==> config.mk <==
export PLATFORM = sky130hd
export DESIGN_NAME = velocity_pid_controller_core_flat
export DESIGN_NICKNAME = d
export VERILOG_FILES = /design/src/hw/rtl/vpid_pkg.sv /design/src/hw/rtl/vpid_channels.sv /design/src/hw/rtl/velocity_pid_controller_core.sv /design/src/flat_wrapper.sv
export SDC_FILE = /design/constraint.sdc
export NUM_CORES = 2
export LEC_CHECK = 0
export BUFFER_PORTS_ARGS = -buffer_cell sky130_fd_sc_hd__buf_2
export CORE_UTILIZATION = 38
export DETAILED_ROUTE_END_ITERATION = 6
export PLACE_DENSITY = 0.5
export SLEW_MARGIN = 30
export SYNTH_ARGS = -nofsm -noshare
export SYNTH_HDL_FRONTEND = slang
export SYNTH_SLANG_ARGS = --single-unit
==> constraint.sdc <==
create_clock -name clk -period 15.8 [get_ports clk]
set_input_delay 1.58 -clock clk [delete_from_list [all_inputs] [get_ports clk]]
set_output_delay 1.58 -clock clk [all_outputs]
set_load 0.005 [all_outputs]
==> src/hw/rtl/vpid_pkg.sv <==
// ----------------------------------------------------------------------------
// vpid_pkg
// Shared widths, constants and state codes of the velocity PID controller.
// ----------------------------------------------------------------------------
package vpid_pkg;

  localparam int FRAC_BITS = 16;

  localparam int DATA_W    = 32;
  localparam int GAIN_W    = 31;
  localparam int CMD_W     = 10;
  localparam int CFG_IDX_W = 3;
  localparam int INTEG_W   = 48;

  // shared multiplier datapath
  localparam int OPA_W   = 61;               // operand A, holds up to the product cap
  localparam int OPB_W   = 32;
  localparam int PROD_W  = 64;
  localparam int HI_W    = OPA_W - 32;
  localparam int FULL_W  = OPA_W + OPB_W;
  localparam int SGN_W   = OPA_W + 1;        // signed product after sign applied
  localparam int SUM_W   = 64;
  localparam int ITERM_W = FRAC_BITS + 9;

  localparam logic [OPA_W-1:0]  PROD_CAP = OPA_W'(1) << 60;
  localparam logic [DATA_W-1:0] DATA_MAX = {1'b0, {(DATA_W-1){1'b1}}};
  localparam logic [DATA_W-1:0] DATA_MIN = {1'b1, {(DATA_W-1){1'b0}}};
  localparam logic signed [INTEG_W-1:0] INTEG_MAX = {1'b0, {(INTEG_W-1){1'b1}}};
  localparam logic signed [INTEG_W-1:0] INTEG_MIN = {1'b1, {(INTEG_W-1){1'b0}}};
  localparam logic signed [ITERM_W-1:0] I_CLAMP = ITERM_W'(200) << FRAC_BITS;
  localparam int PWM_LIMIT = 400;

  localparam logic [DATA_W-1:0] PERIOD_RESET = DATA_W'(((1 << FRAC_BITS) + 50) / 100);
  localparam logic [DATA_W-1:0] RATE_RESET   = DATA_W'(100 << FRAC_BITS);
  localparam logic [GAIN_W-1:0] SCALE_RESET  = GAIN_W'(1 << FRAC_BITS);

  typedef enum logic [CFG_IDX_W-1:0] {
    REG_PROP_GAIN   = 3'd0,
    REG_INTEG_GAIN  = 3'd1,
    REG_DERIV_GAIN  = 3'd2,
    REG_TICK_PERIOD = 3'd3,
    REG_TICK_RATE   = 3'd4,
    REG_COUNT_SCALE = 3'd5
  } cfg_reg_t;

  typedef enum logic [2:0] {
    S_IDLE,
    S_MUL_LO,
    S_MUL_HI,
    S_MUL_FIN,
    S_POST,
    S_OUT
  } state_t;

  typedef enum logic [3:0] {
    ST_VEL1,
    ST_VEL2,
    ST_ERR,
    ST_P0,
    ST_P,
    ST_ITG,
    ST_I0,
    ST_I,
    ST_D1,
    ST_D2,
    ST_SUM,
    ST_CMD
  } step_t;

endpackage

==> src/hw/rtl/vpid_channels.sv <==
// ----------------------------------------------------------------------------
// vpid channels
// Valid/ready channels of the velocity PID controller: tick, drive and config.
// ----------------------------------------------------------------------------
interface vpid_tick_if import vpid_pkg::*; ();
  logic                     valid;
  logic                     ready;
  logic signed [DATA_W-1:0] encoder_count;
  logic signed [DATA_W-1:0] target_velocity;

  modport source (output valid, encoder_count, target_velocity, input ready);
  modport sink   (input valid, encoder_count, target_velocity, output ready);
endinterface

interface vpid_drive_if import vpid_pkg::*; ();
  logic                     valid;
  logic                     ready;
  logic signed [CMD_W-1:0]  motor_command;
  logic signed [DATA_W-1:0] measured_velocity;
  logic signed [DATA_W-1:0] velocity_error;

  modport source (output valid, motor_command, measured_velocity, velocity_error,
                  input ready);
  modport sink   (input valid, motor_command, measured_velocity, velocity_error,
                  output ready);
endinterface

interface vpid_cfg_if import vpid_pkg::*; ();
  logic                 valid;
  logic                 ready;
  logic [CFG_IDX_W-1:0] index;
  logic [DATA_W-1:0]    data;

  modport source (output valid, index, data, input ready);
  modport sink   (input valid, index, data, output ready);
endinterface

==> src/hw/rtl/velocity_pid_controller_core.sv <==
// ----------------------------------------------------------------------------
// velocity_pid_controller_core
// Velocity PID loop with clamped integrator, one drive command per tick.
// ----------------------------------------------------------------------------
// tick  : request carries encoder_count and target_velocity (Q16.16).
// drive : result carries motor_command (+/-400), measured_velocity and
//         velocity_error (both saturated Q16.16).
// cfg   : register writes, index 0..5 (gains, period, rate, count scale);
//         always ready, other indexes ignored. Write only while idle.
// One request is in flight at a time. tick.ready is high only when idle.
// The work is a sequence of seven fixed-point multiplies on one shared 32x32
// multiplier, each a low pass, a high pass only when operand A exceeds 32 bits,
// and a finish, plus twelve update steps; the result is then shown on drive.
// It is held there until taken; the cycle after that the block is ready again,
// so a new tick is accepted only after the last result has been taken.
// A stalled receiver simply holds the block in its output state.
// Reset (rst, synchronous) restores the register defaults and clears the
// stored count, stored error and integrator.
// ----------------------------------------------------------------------------
module velocity_pid_controller_core import vpid_pkg::*; (
  input  logic          clk,
  input  logic          rst,
  vpid_tick_if.sink     tick,
  vpid_drive_if.source  drive,
  vpid_cfg_if.sink      cfg
);

  state_t state, state_next;
  step_t  step, step_next;

  // configuration
  logic [GAIN_W-1:0] prop_gain, integ_gain, deriv_gain, count_scale;
  logic [DATA_W-1:0] tick_period, tick_rate;

  // architectural state
  logic signed [DATA_W-1:0]  last_count, last_error;
  logic signed [INTEG_W-1:0] integral;

  // datapath
  logic signed [DATA_W-1:0]  count_in, target;
  logic signed [DATA_W-1:0]  vel, err;
  logic signed [SGN_W-1:0]   p_term, d_term;
  logic signed [ITERM_W-1:0] i_term;
  logic signed [SUM_W-1:0]   sum;
  logic signed [CMD_W-1:0]   cmd;

  // shared multiplier
  logic [OPA_W-1:0]  op_a;
  logic [OPB_W-1:0]  op_b;
  logic              op_neg;
  logic [PROD_W-1:0] lo_prod;
  logic [OPA_W-1:0]  hi_prod;
  logic [OPA_W-1:0]  mres;

  logic [31:0]        mul_a;
  logic [PROD_W-1:0]  mul_p;
  logic [FULL_W-1:0]  full, shifted;
  logic [OPA_W-1:0]   mres_next;
  logic signed [SGN_W-1:0] mres_s;

  logic signed [DATA_W:0]    diff;
  logic [DATA_W:0]           diff_mag;
  logic [DATA_W-1:0]         vel_next;
  logic signed [DATA_W:0]    err_wide;
  logic [DATA_W-1:0]         err_next;
  logic [DATA_W-1:0]         err_mag;
  logic signed [DATA_W:0]    ediff;
  logic [DATA_W:0]           ediff_mag;
  logic [INTEG_W-1:0]        integ_mag;
  logic signed [SGN_W-1:0]   integ_sum;
  logic signed [INTEG_W-1:0] integ_sat;
  logic signed [ITERM_W-1:0] i_clamped;
  logic signed [SUM_W-1:0]   sum_next;
  logic [SUM_W-1:0]          sum_mag, sum_q;
  logic [CMD_W-1:0]          cmd_mag;
  logic signed [CMD_W-1:0]   cmd_next;

  // ---------------- multiplier ----------------
  assign mul_a = (state == S_MUL_HI) ? 32'(op_a[OPA_W-1:32]) : op_a[31:0];
  assign mul_p = PROD_W'(mul_a) * PROD_W'(op_b);

  assign full      = {hi_prod, 32'b0} + FULL_W'(lo_prod);
  assign shifted   = full >> FRAC_BITS;
  assign mres_next = (shifted > FULL_W'(PROD_CAP)) ? PROD_CAP : shifted[OPA_W-1:0];
  assign mres_s    = op_neg ? -$signed({1'b0, mres}) : $signed({1'b0, mres});

  // ---------------- step arithmetic ----------------
  always_comb begin
    diff     = $signed({tick.encoder_count[DATA_W-1], tick.encoder_count})
             - $signed({last_count[DATA_W-1], last_count});
    diff_mag = diff[DATA_W] ? (DATA_W+1)'(-diff) : (DATA_W+1)'(diff);

    if (op_neg) begin
      vel_next = (mres > OPA_W'(DATA_MIN)) ? DATA_MIN : -mres[DATA_W-1:0];
    end else begin
      vel_next = (mres > OPA_W'(DATA_MAX)) ? DATA_MAX : mres[DATA_W-1:0];
    end

    err_wide = $signed({target[DATA_W-1], target}) - $signed({vel[DATA_W-1], vel});
    if (err_wide[DATA_W] != err_wide[DATA_W-1]) begin
      err_next = err_wide[DATA_W] ? DATA_MIN : DATA_MAX;
    end else begin
      err_next = err_wide[DATA_W-1:0];
    end
    err_mag = err[DATA_W-1] ? DATA_W'(-err) : DATA_W'(err);

    ediff     = $signed({err[DATA_W-1], err}) - $signed({last_error[DATA_W-1], last_error});
    ediff_mag = ediff[DATA_W] ? (DATA_W+1)'(-ediff) : (DATA_W+1)'(ediff);

    integ_mag = integral[INTEG_W-1] ? INTEG_W'(-integral) : INTEG_W'(integral);
    integ_sum = SGN_W'(integral) + mres_s;
    // fits when every bit above the 48-bit sign matches it
    if (integ_sum[SGN_W-1:INTEG_W-1] != {(SGN_W-INTEG_W+1){integ_sum[SGN_W-1]}}) begin
      integ_sat = integ_sum[SGN_W-1] ? INTEG_MIN : INTEG_MAX;
    end else begin
      integ_sat = integ_sum[INTEG_W-1:0];
    end

    if (mres_s > SGN_W'(I_CLAMP)) begin
      i_clamped = I_CLAMP;
    end else if (mres_s < -SGN_W'(I_CLAMP)) begin
      i_clamped = -I_CLAMP;
    end else begin
      i_clamped = mres_s[ITERM_W-1:0];
    end

    sum_next = SUM_W'(p_term) + SUM_W'(i_term) + SUM_W'(d_term);
    sum_mag  = sum[SUM_W-1] ? SUM_W'(-sum) : SUM_W'(sum);
    sum_q    = sum_mag >> FRAC_BITS;
    cmd_mag  = (sum_q > SUM_W'(PWM_LIMIT)) ? CMD_W'(PWM_LIMIT) : sum_q[CMD_W-1:0];
    cmd_next = sum[SUM_W-1] ? -$signed(cmd_mag) : $signed(cmd_mag);
  end

  // ---------------- sequencer ----------------
  always_comb begin
    unique case (step)
      ST_VEL1: step_next = ST_VEL2;
      ST_VEL2: step_next = ST_ERR;
      ST_ERR:  step_next = ST_P0;
      ST_P0:   step_next = ST_P;
      ST_P:    step_next = ST_ITG;
      ST_ITG:  step_next = ST_I0;
      ST_I0:   step_next = ST_I;
      ST_I:    step_next = ST_D1;
      ST_D1:   step_next = ST_D2;
      ST_D2:   step_next = ST_SUM;
      ST_SUM:  step_next = ST_CMD;
      ST_CMD:  step_next = ST_VEL1;
      default: step_next = ST_VEL1;
    endcase
  end

  always_comb begin
    state_next = state;
    unique case (state)
      S_IDLE:    if (tick.valid) state_next = S_MUL_LO;
      S_MUL_LO:  state_next = (op_a[OPA_W-1:32] != '0) ? S_MUL_HI : S_MUL_FIN;
      S_MUL_HI:  state_next = S_MUL_FIN;
      S_MUL_FIN: state_next = S_POST;
      S_POST: begin
        unique case (step)
          ST_VEL1, ST_P0, ST_P, ST_I0, ST_I, ST_D1: state_next = S_MUL_LO;
          ST_CMD:  state_next = S_OUT;
          default: state_next = S_POST;
        endcase
      end
      S_OUT:     if (drive.ready) state_next = S_IDLE;
      default:   state_next = S_IDLE;
    endcase
  end

  // outputs
  always_comb begin
    tick.ready              = (state == S_IDLE);
    drive.valid             = (state == S_OUT);
    drive.motor_command     = cmd;
    drive.measured_velocity = vel;
    drive.velocity_error    = err;
    cfg.ready               = 1'b1;
  end

  // ---------------- control and state registers ----------------
  always_ff @(posedge clk) begin
    if (rst) begin
      state       <= S_IDLE;
      step        <= ST_VEL1;
      prop_gain   <= '0;
      integ_gain  <= '0;
      deriv_gain  <= '0;
      tick_period <= PERIOD_RESET;
      tick_rate   <= RATE_RESET;
      count_scale <= SCALE_RESET;
      last_count  <= '0;
      last_error  <= '0;
      integral    <= '0;
    end else begin
      state <= state_next;
      if (state == S_IDLE) begin
        step <= ST_VEL1;
      end else if (state == S_POST) begin
        step <= step_next;
      end

      if (cfg.valid) begin
        unique case (cfg.index)
          REG_PROP_GAIN:   prop_gain   <= cfg.data[GAIN_W-1:0];
          REG_INTEG_GAIN:  integ_gain  <= cfg.data[GAIN_W-1:0];
          REG_DERIV_GAIN:  deriv_gain  <= cfg.data[GAIN_W-1:0];
          REG_TICK_PERIOD: tick_period <= cfg.data;
          REG_TICK_RATE:   tick_rate   <= cfg.data;
          REG_COUNT_SCALE: count_scale <= cfg.data[GAIN_W-1:0];
          default: ;
        endcase
      end

      if (state == S_POST) begin
        if (step == ST_ITG) integral <= integ_sat;
        if (step == ST_CMD) begin
          last_count <= count_in;
          last_error <= err;
        end
      end
    end
  end

  // ---------------- datapath registers ----------------
  always_ff @(posedge clk) begin
    unique case (state)
      S_IDLE: begin
        if (tick.valid) begin
          count_in <= tick.encoder_count;
          target   <= tick.target_velocity;
          op_a     <= OPA_W'(diff_mag) << FRAC_BITS;
          op_b     <= tick_rate;
          op_neg   <= diff[DATA_W];
        end
      end
      S_MUL_LO: begin
        lo_prod <= mul_p;
        hi_prod <= '0;
      end
      S_MUL_HI:  hi_prod <= mul_p[OPA_W-1:0];
      S_MUL_FIN: mres    <= mres_next;
      S_POST: begin
        unique case (step)
          ST_VEL1: begin
            op_a <= mres;
            op_b <= OPB_W'(count_scale);
          end
          ST_VEL2: vel <= vel_next;
          ST_ERR:  err <= err_next;
          ST_P0: begin
            op_a   <= OPA_W'(err_mag);
            op_b   <= OPB_W'(prop_gain);
            op_neg <= err[DATA_W-1];
          end
          ST_P: begin
            p_term <= mres_s;
            op_a   <= OPA_W'(err_mag);
            op_b   <= tick_period;
          end
          ST_ITG: ;
          ST_I0: begin
            op_a   <= OPA_W'(integ_mag);
            op_b   <= OPB_W'(integ_gain);
            op_neg <= integral[INTEG_W-1];
          end
          ST_I: begin
            i_term <= i_clamped;
            op_a   <= OPA_W'(ediff_mag);
            op_b   <= tick_rate;
            op_neg <= ediff[DATA_W];
          end
          ST_D1: begin
            op_a <= mres;
            op_b <= OPB_W'(deriv_gain);
          end
          ST_D2:   d_term <= mres_s;
          ST_SUM:  sum    <= sum_next;
          ST_CMD:  cmd    <= cmd_next;
          default: ;
        endcase
      end
      S_OUT: ;
      default: ;
    endcase
  end

endmodule

==> src/flat_wrapper.sv <==
// flat-port wrapper written by rule: the top's interface ports become plain ports
module velocity_pid_controller_core_flat import vpid_pkg::*;
  (clk, rst, tick_valid, tick_encoder_count, tick_target_velocity, tick_ready, drive_valid, drive_motor_command, drive_measured_velocity, drive_velocity_error, drive_ready, cfg_valid, cfg_index, cfg_data, cfg_ready);
  vpid_tick_if tick_i ();
  vpid_drive_if drive_i ();
  vpid_cfg_if cfg_i ();
  input  logic clk;
  input  logic rst;
  input wire logic [$bits(tick_i.valid)-1:0] tick_valid;
  input wire logic [$bits(tick_i.encoder_count)-1:0] tick_encoder_count;
  input wire logic [$bits(tick_i.target_velocity)-1:0] tick_target_velocity;
  output wire logic [$bits(tick_i.ready)-1:0] tick_ready;
  output wire logic [$bits(drive_i.valid)-1:0] drive_valid;
  output wire logic [$bits(drive_i.motor_command)-1:0] drive_motor_command;
  output wire logic [$bits(drive_i.measured_velocity)-1:0] drive_measured_velocity;
  output wire logic [$bits(drive_i.velocity_error)-1:0] drive_velocity_error;
  input wire logic [$bits(drive_i.ready)-1:0] drive_ready;
  input wire logic [$bits(cfg_i.valid)-1:0] cfg_valid;
  input wire logic [$bits(cfg_i.index)-1:0] cfg_index;
  input wire logic [$bits(cfg_i.data)-1:0] cfg_data;
  output wire logic [$bits(cfg_i.ready)-1:0] cfg_ready;
  assign tick_i.valid = tick_valid;
  assign tick_i.encoder_count = tick_encoder_count;
  assign tick_i.target_velocity = tick_target_velocity;
  assign tick_ready = tick_i.ready;
  assign drive_valid = drive_i.valid;
  assign drive_motor_command = drive_i.motor_command;
  assign drive_measured_velocity = drive_i.measured_velocity;
  assign drive_velocity_error = drive_i.velocity_error;
  assign drive_i.ready = drive_ready;
  assign cfg_i.valid = cfg_valid;
  assign cfg_i.index = cfg_index;
  assign cfg_i.data = cfg_data;
  assign cfg_ready = cfg_i.ready;
  velocity_pid_controller_core u_core (.clk(clk), .rst(rst), .tick(tick_i), .drive(drive_i), .cfg(cfg_i));
endmodule
==> impl_metrics.ini <==
[critical_path]
reg_to_reg_critical_path_endpoint = u_core.lo_prod[62]
data_arrival_time_of_the_worst_path_ns = 11.33
cp.required_ns = 16.26
critical_path.max_fanout = 52
path_delay_family = adder cells
critical_path.most_common_cell = sky130_fd_sc_hd__fa_1
rr_worst_depth = 30
ff2ff_setup_slack_ns = 4.93
worst-path-buf-inv = 6
timing.setup.critical_path_class = reg2reg
critPathLaunchType = flop
cpMaxStageDelayCell = sky130_fd_sc_hd__and2_1
largest_incremental_delay_on_the_critical_path_ns = 0.79
reg2reg_from = u_core.state[2]
critical_path.endpoint_type = flop

[timing]
unrepaired_setup_endpoints_after_global_routing = false
timing_hold_violations_final = 0
skew_ns = 0.0741
report.final.slew_viol_count = 0
totalNegativeSetupSlack_ns = 0
min_period_ns = 10.87
worst_tran_pin_value_ns = 1.03
finalSetupViolations = 0
worst_slack_ns = 4.93
layout_worst_path_cycle_share_pct = 68.8
slew_margin_rel_pct = 29.7
max_clock_freq_mhz = 92.0

[logic_synthesis]
synth-seq-area-share_pct = 27.5
synthDominantCellAreaShare_pct = 21.6
synthesis.area_um2 = 89400
yosys.area.top_type = sky130_fd_sc_hd__fa_1
synth_area_leaders = sky130_fd_sc_hd__fa_1 22%, sky130_fd_sc_hd__edfxtp_1 21%, sky130_fd_sc_hd__ha_1 7.4%, sky130_fd_sc_hd__dfxtp_1 6.9%, sky130_fd_sc_hd__nand2_1 6.1%
top_ff_cell_synth = sky130_fd_sc_hd__edfxtp_1
synthesis.area_per_instance_um2 = 9.08
synth-async-reset-ratio_pct = 0
synth_seq_cells = 922
number_of_enable_type_register_cells_in_the_synthesized_netlist = 615
synth_warnings = 0
yosysUniqueCellTypes = 88
syn_nets = 11400
post_synthesis_cells = 9848

[global_routing]
via_count_of_the_first_global_routing_pass = 72100
grt-ovfl-total = 0
initial_antenna_violation_count = 22
grtUsageTotal_pct = 25.4
grt_pass1_wl_mm = 457
maximum_number_of_pins_on_one_net_before_global_route_repair = 101

[placement]
dpl-instance-area_um2 = 93600
pre_cts_slack_ns = 5.08
placed_cells_incl_taps = 12800
placement.io_buffers = 179
post-dp-hpwl_mm = 227
gp_congestion = 0.915

[min_path]
min_delay_path_depth = 2
worstHoldEndpoint = u_core.prop_gain[7]
worst_hold_start = u_core.prop_gain[7]
hp-class = reg2reg

[detailed_routing]
vias_per_cell = 5.49
finalWirelength_mm = 303
drc_errors = 0
detail_route.iter0.violations = 6096
routedWlPerCell_um = 23.3
drt_first_pass_iters = 6
vias_post_dr = 71300
drtAntennaViolNets = 0

[die]
core_um2 = 233000
starting_density_pct = 38.4
boundaryPins = 181
num_rows = 177
horizontal_die_dimension_um = 487
die-height_um = 487
design.die.area_um2 = 237000

[cts]
post_cts_buffers = 0
root_buffer = sky130_fd_sc_hd__clkbuf_16
tritoncts_clock_tree = done
clock_tree.htree_level_count = 3
clkSinkCount = 922
clock_latency_reported_for_the_late_side_of_the_worst_skew_pair_ns = 0.75
post_cts_hold_buffer_count = 0
clkSlewWorstSetupHoldPaths_ns = 0.06
cts_inserted_buffers = 108
clockBufferDepth = 3
count_of_cells_resized_by_post_cts_repair = 0

[cells_and_area]
final_net_count = 11400
final_layout_size_suffix_gt1_share_pct = 6.03
finish.instance_area_um2 = 97300
leading_cell_type_in_the_layout_fill_and_taps_excluded = sky130_fd_sc_hd__nand2_1
flow.area_growth_from_synthesis_pct = 8.78
layout_common_cells = 1,445 x sky130_fd_sc_hd__nand2_1, 1,194 x sky130_fd_sc_hd__inv_1, 964 x sky130_fd_sc_hd__fa_1
instances_no_fill = 13000

[status]
status = finished clean

[flow_run]
max_cap_violations = 0
## how the worst max path moves through the flow
stage                                from                 end  slack (ns)  cells after the start
after floorplan           u_core.state[0]  u_core.hi_prod[51]        6.73                     36
after detailed placement  u_core.state[2]  u_core.lo_prod[62]        5.08                     30
after global routing      u_core.state[2]  u_core.lo_prod[62]        4.46                     30
after CTS                 u_core.state[2]  u_core.lo_prod[62]        5.04                     30
after global placement    u_core.state[2]  u_core.hi_prod[57]        5.28                     33
final                     u_core.state[2]  u_core.lo_prod[62]        4.93                     30
## per-layer routing
layer	up-vias	track usage, %	share of wire [%]
li1	32700	-	-
met1	36000	36.5	46
met2	2222	40.7	46
met3	349	2.91	5.9
met4	6	5.79	2.2
met5	-	0	0.0099
## cells by family (layout without fill, tap and decap cells)
| group | Yosys count | after routing | share of synthesized area, % |
|---|---|---|---|
| adder cells (fa/ha/maj) | 1496 | 1496 | 29.0 |
| flip-flops | 922 | 922 | 27.5 |
| buffers and inverters | 1718 | 1718 | 7.22 |
| other | 1 | 7 | 0.00419 |
| AO/OA/AOI/OAI | 1899 | 1899 | 13.4 |
| multiplexers | 20 | 20 | 0.235 |
| XOR/XNOR | 482 | 482 | 4.72 |
| AND/OR/NAND/NOR | 3310 | 3310 | 17.9 |
## registers in the layout, indices dropped and copies added, names as in the netlist, 4 cells and up
name	count
u_core.count_in	32
u_core.step	4
u_core.target	32
u_core.last_error	32
u_core.tick_rate	32
u_core.deriv_gain	31
u_core.lo_prod	48
u_core.integ_gain	31
u_core.drive.measured_velocity	32
u_core.drive.velocity_error	32
u_core.count_scale	31
u_core.op_a	61
u_core.last_count	32
u_core.prop_gain	31
u_core.sum	64
u_core.integral	48
u_core.drive.motor_command	10
u_core.tick_period	32
u_core.p_term	62
u_core.i_term	25
u_core.mres	61
u_core.op_b	32
u_core.d_term	62
u_core.hi_prod	61
## Yosys cell counts, types with 65 or more instances
cell type                  count
sky130_fd_sc_hd__fa_1        964
sky130_fd_sc_hd__ha_1        526
sky130_fd_sc_hd__nand2_1    1450
sky130_fd_sc_hd__nand4_1      83
sky130_fd_sc_hd__a21oi_1     692
sky130_fd_sc_hd__dfxtp_1     307
sky130_fd_sc_hd__a21o_1      174
sky130_fd_sc_hd__o21ai_0     337
sky130_fd_sc_hd__nand2b_1     65
sky130_fd_sc_hd__inv_1      1195
sky130_fd_sc_hd__edfxtp_1    615
sky130_fd_sc_hd__xor2_1      183
sky130_fd_sc_hd__nand3_1     113
sky130_fd_sc_hd__and3_1      104
sky130_fd_sc_hd__nor2_1      445
sky130_fd_sc_hd__nor3_1       94
sky130_fd_sc_hd__clkbuf_1    500
sky130_fd_sc_hd__a22oi_1      71
sky130_fd_sc_hd__xnor2_1     299
sky130_fd_sc_hd__and2_1      630
## tightest hold or removal path: stages (launching register included)
cell and delay, ns:
sky130_fd_sc_hd__dfxtp_1 0.30, sky130_fd_sc_hd__nand2_1 0.05, sky130_fd_sc_hd__a21oi_1 0.05
## final cells by class
cell class                      count  area [um^2]
Clock buffer                      144         2940
Inverter                         1195         4490
Multi-Input combinational cell   7208        58600
Timing Repair Buffer              322         2070
Fill cell                       23300       136000
Antenna cell                        6         15.0
Sequential cell                   922        24600
Clock inverter                     57          688
Tap cell                         3132         3920
## through the flow
stage	hold slack, ns	utilization [%]
global placement	0.441	40.1
global route	0.463	41.7
CTS	0.454	41.7
finish	0.452	41.7
floorplan	0.436	-
detailed placement	0.446	40.1
Power is left out: the tool's default activity adds up to more than one toggle a clock period on the data nets, which glitch-free logic cannot reach.
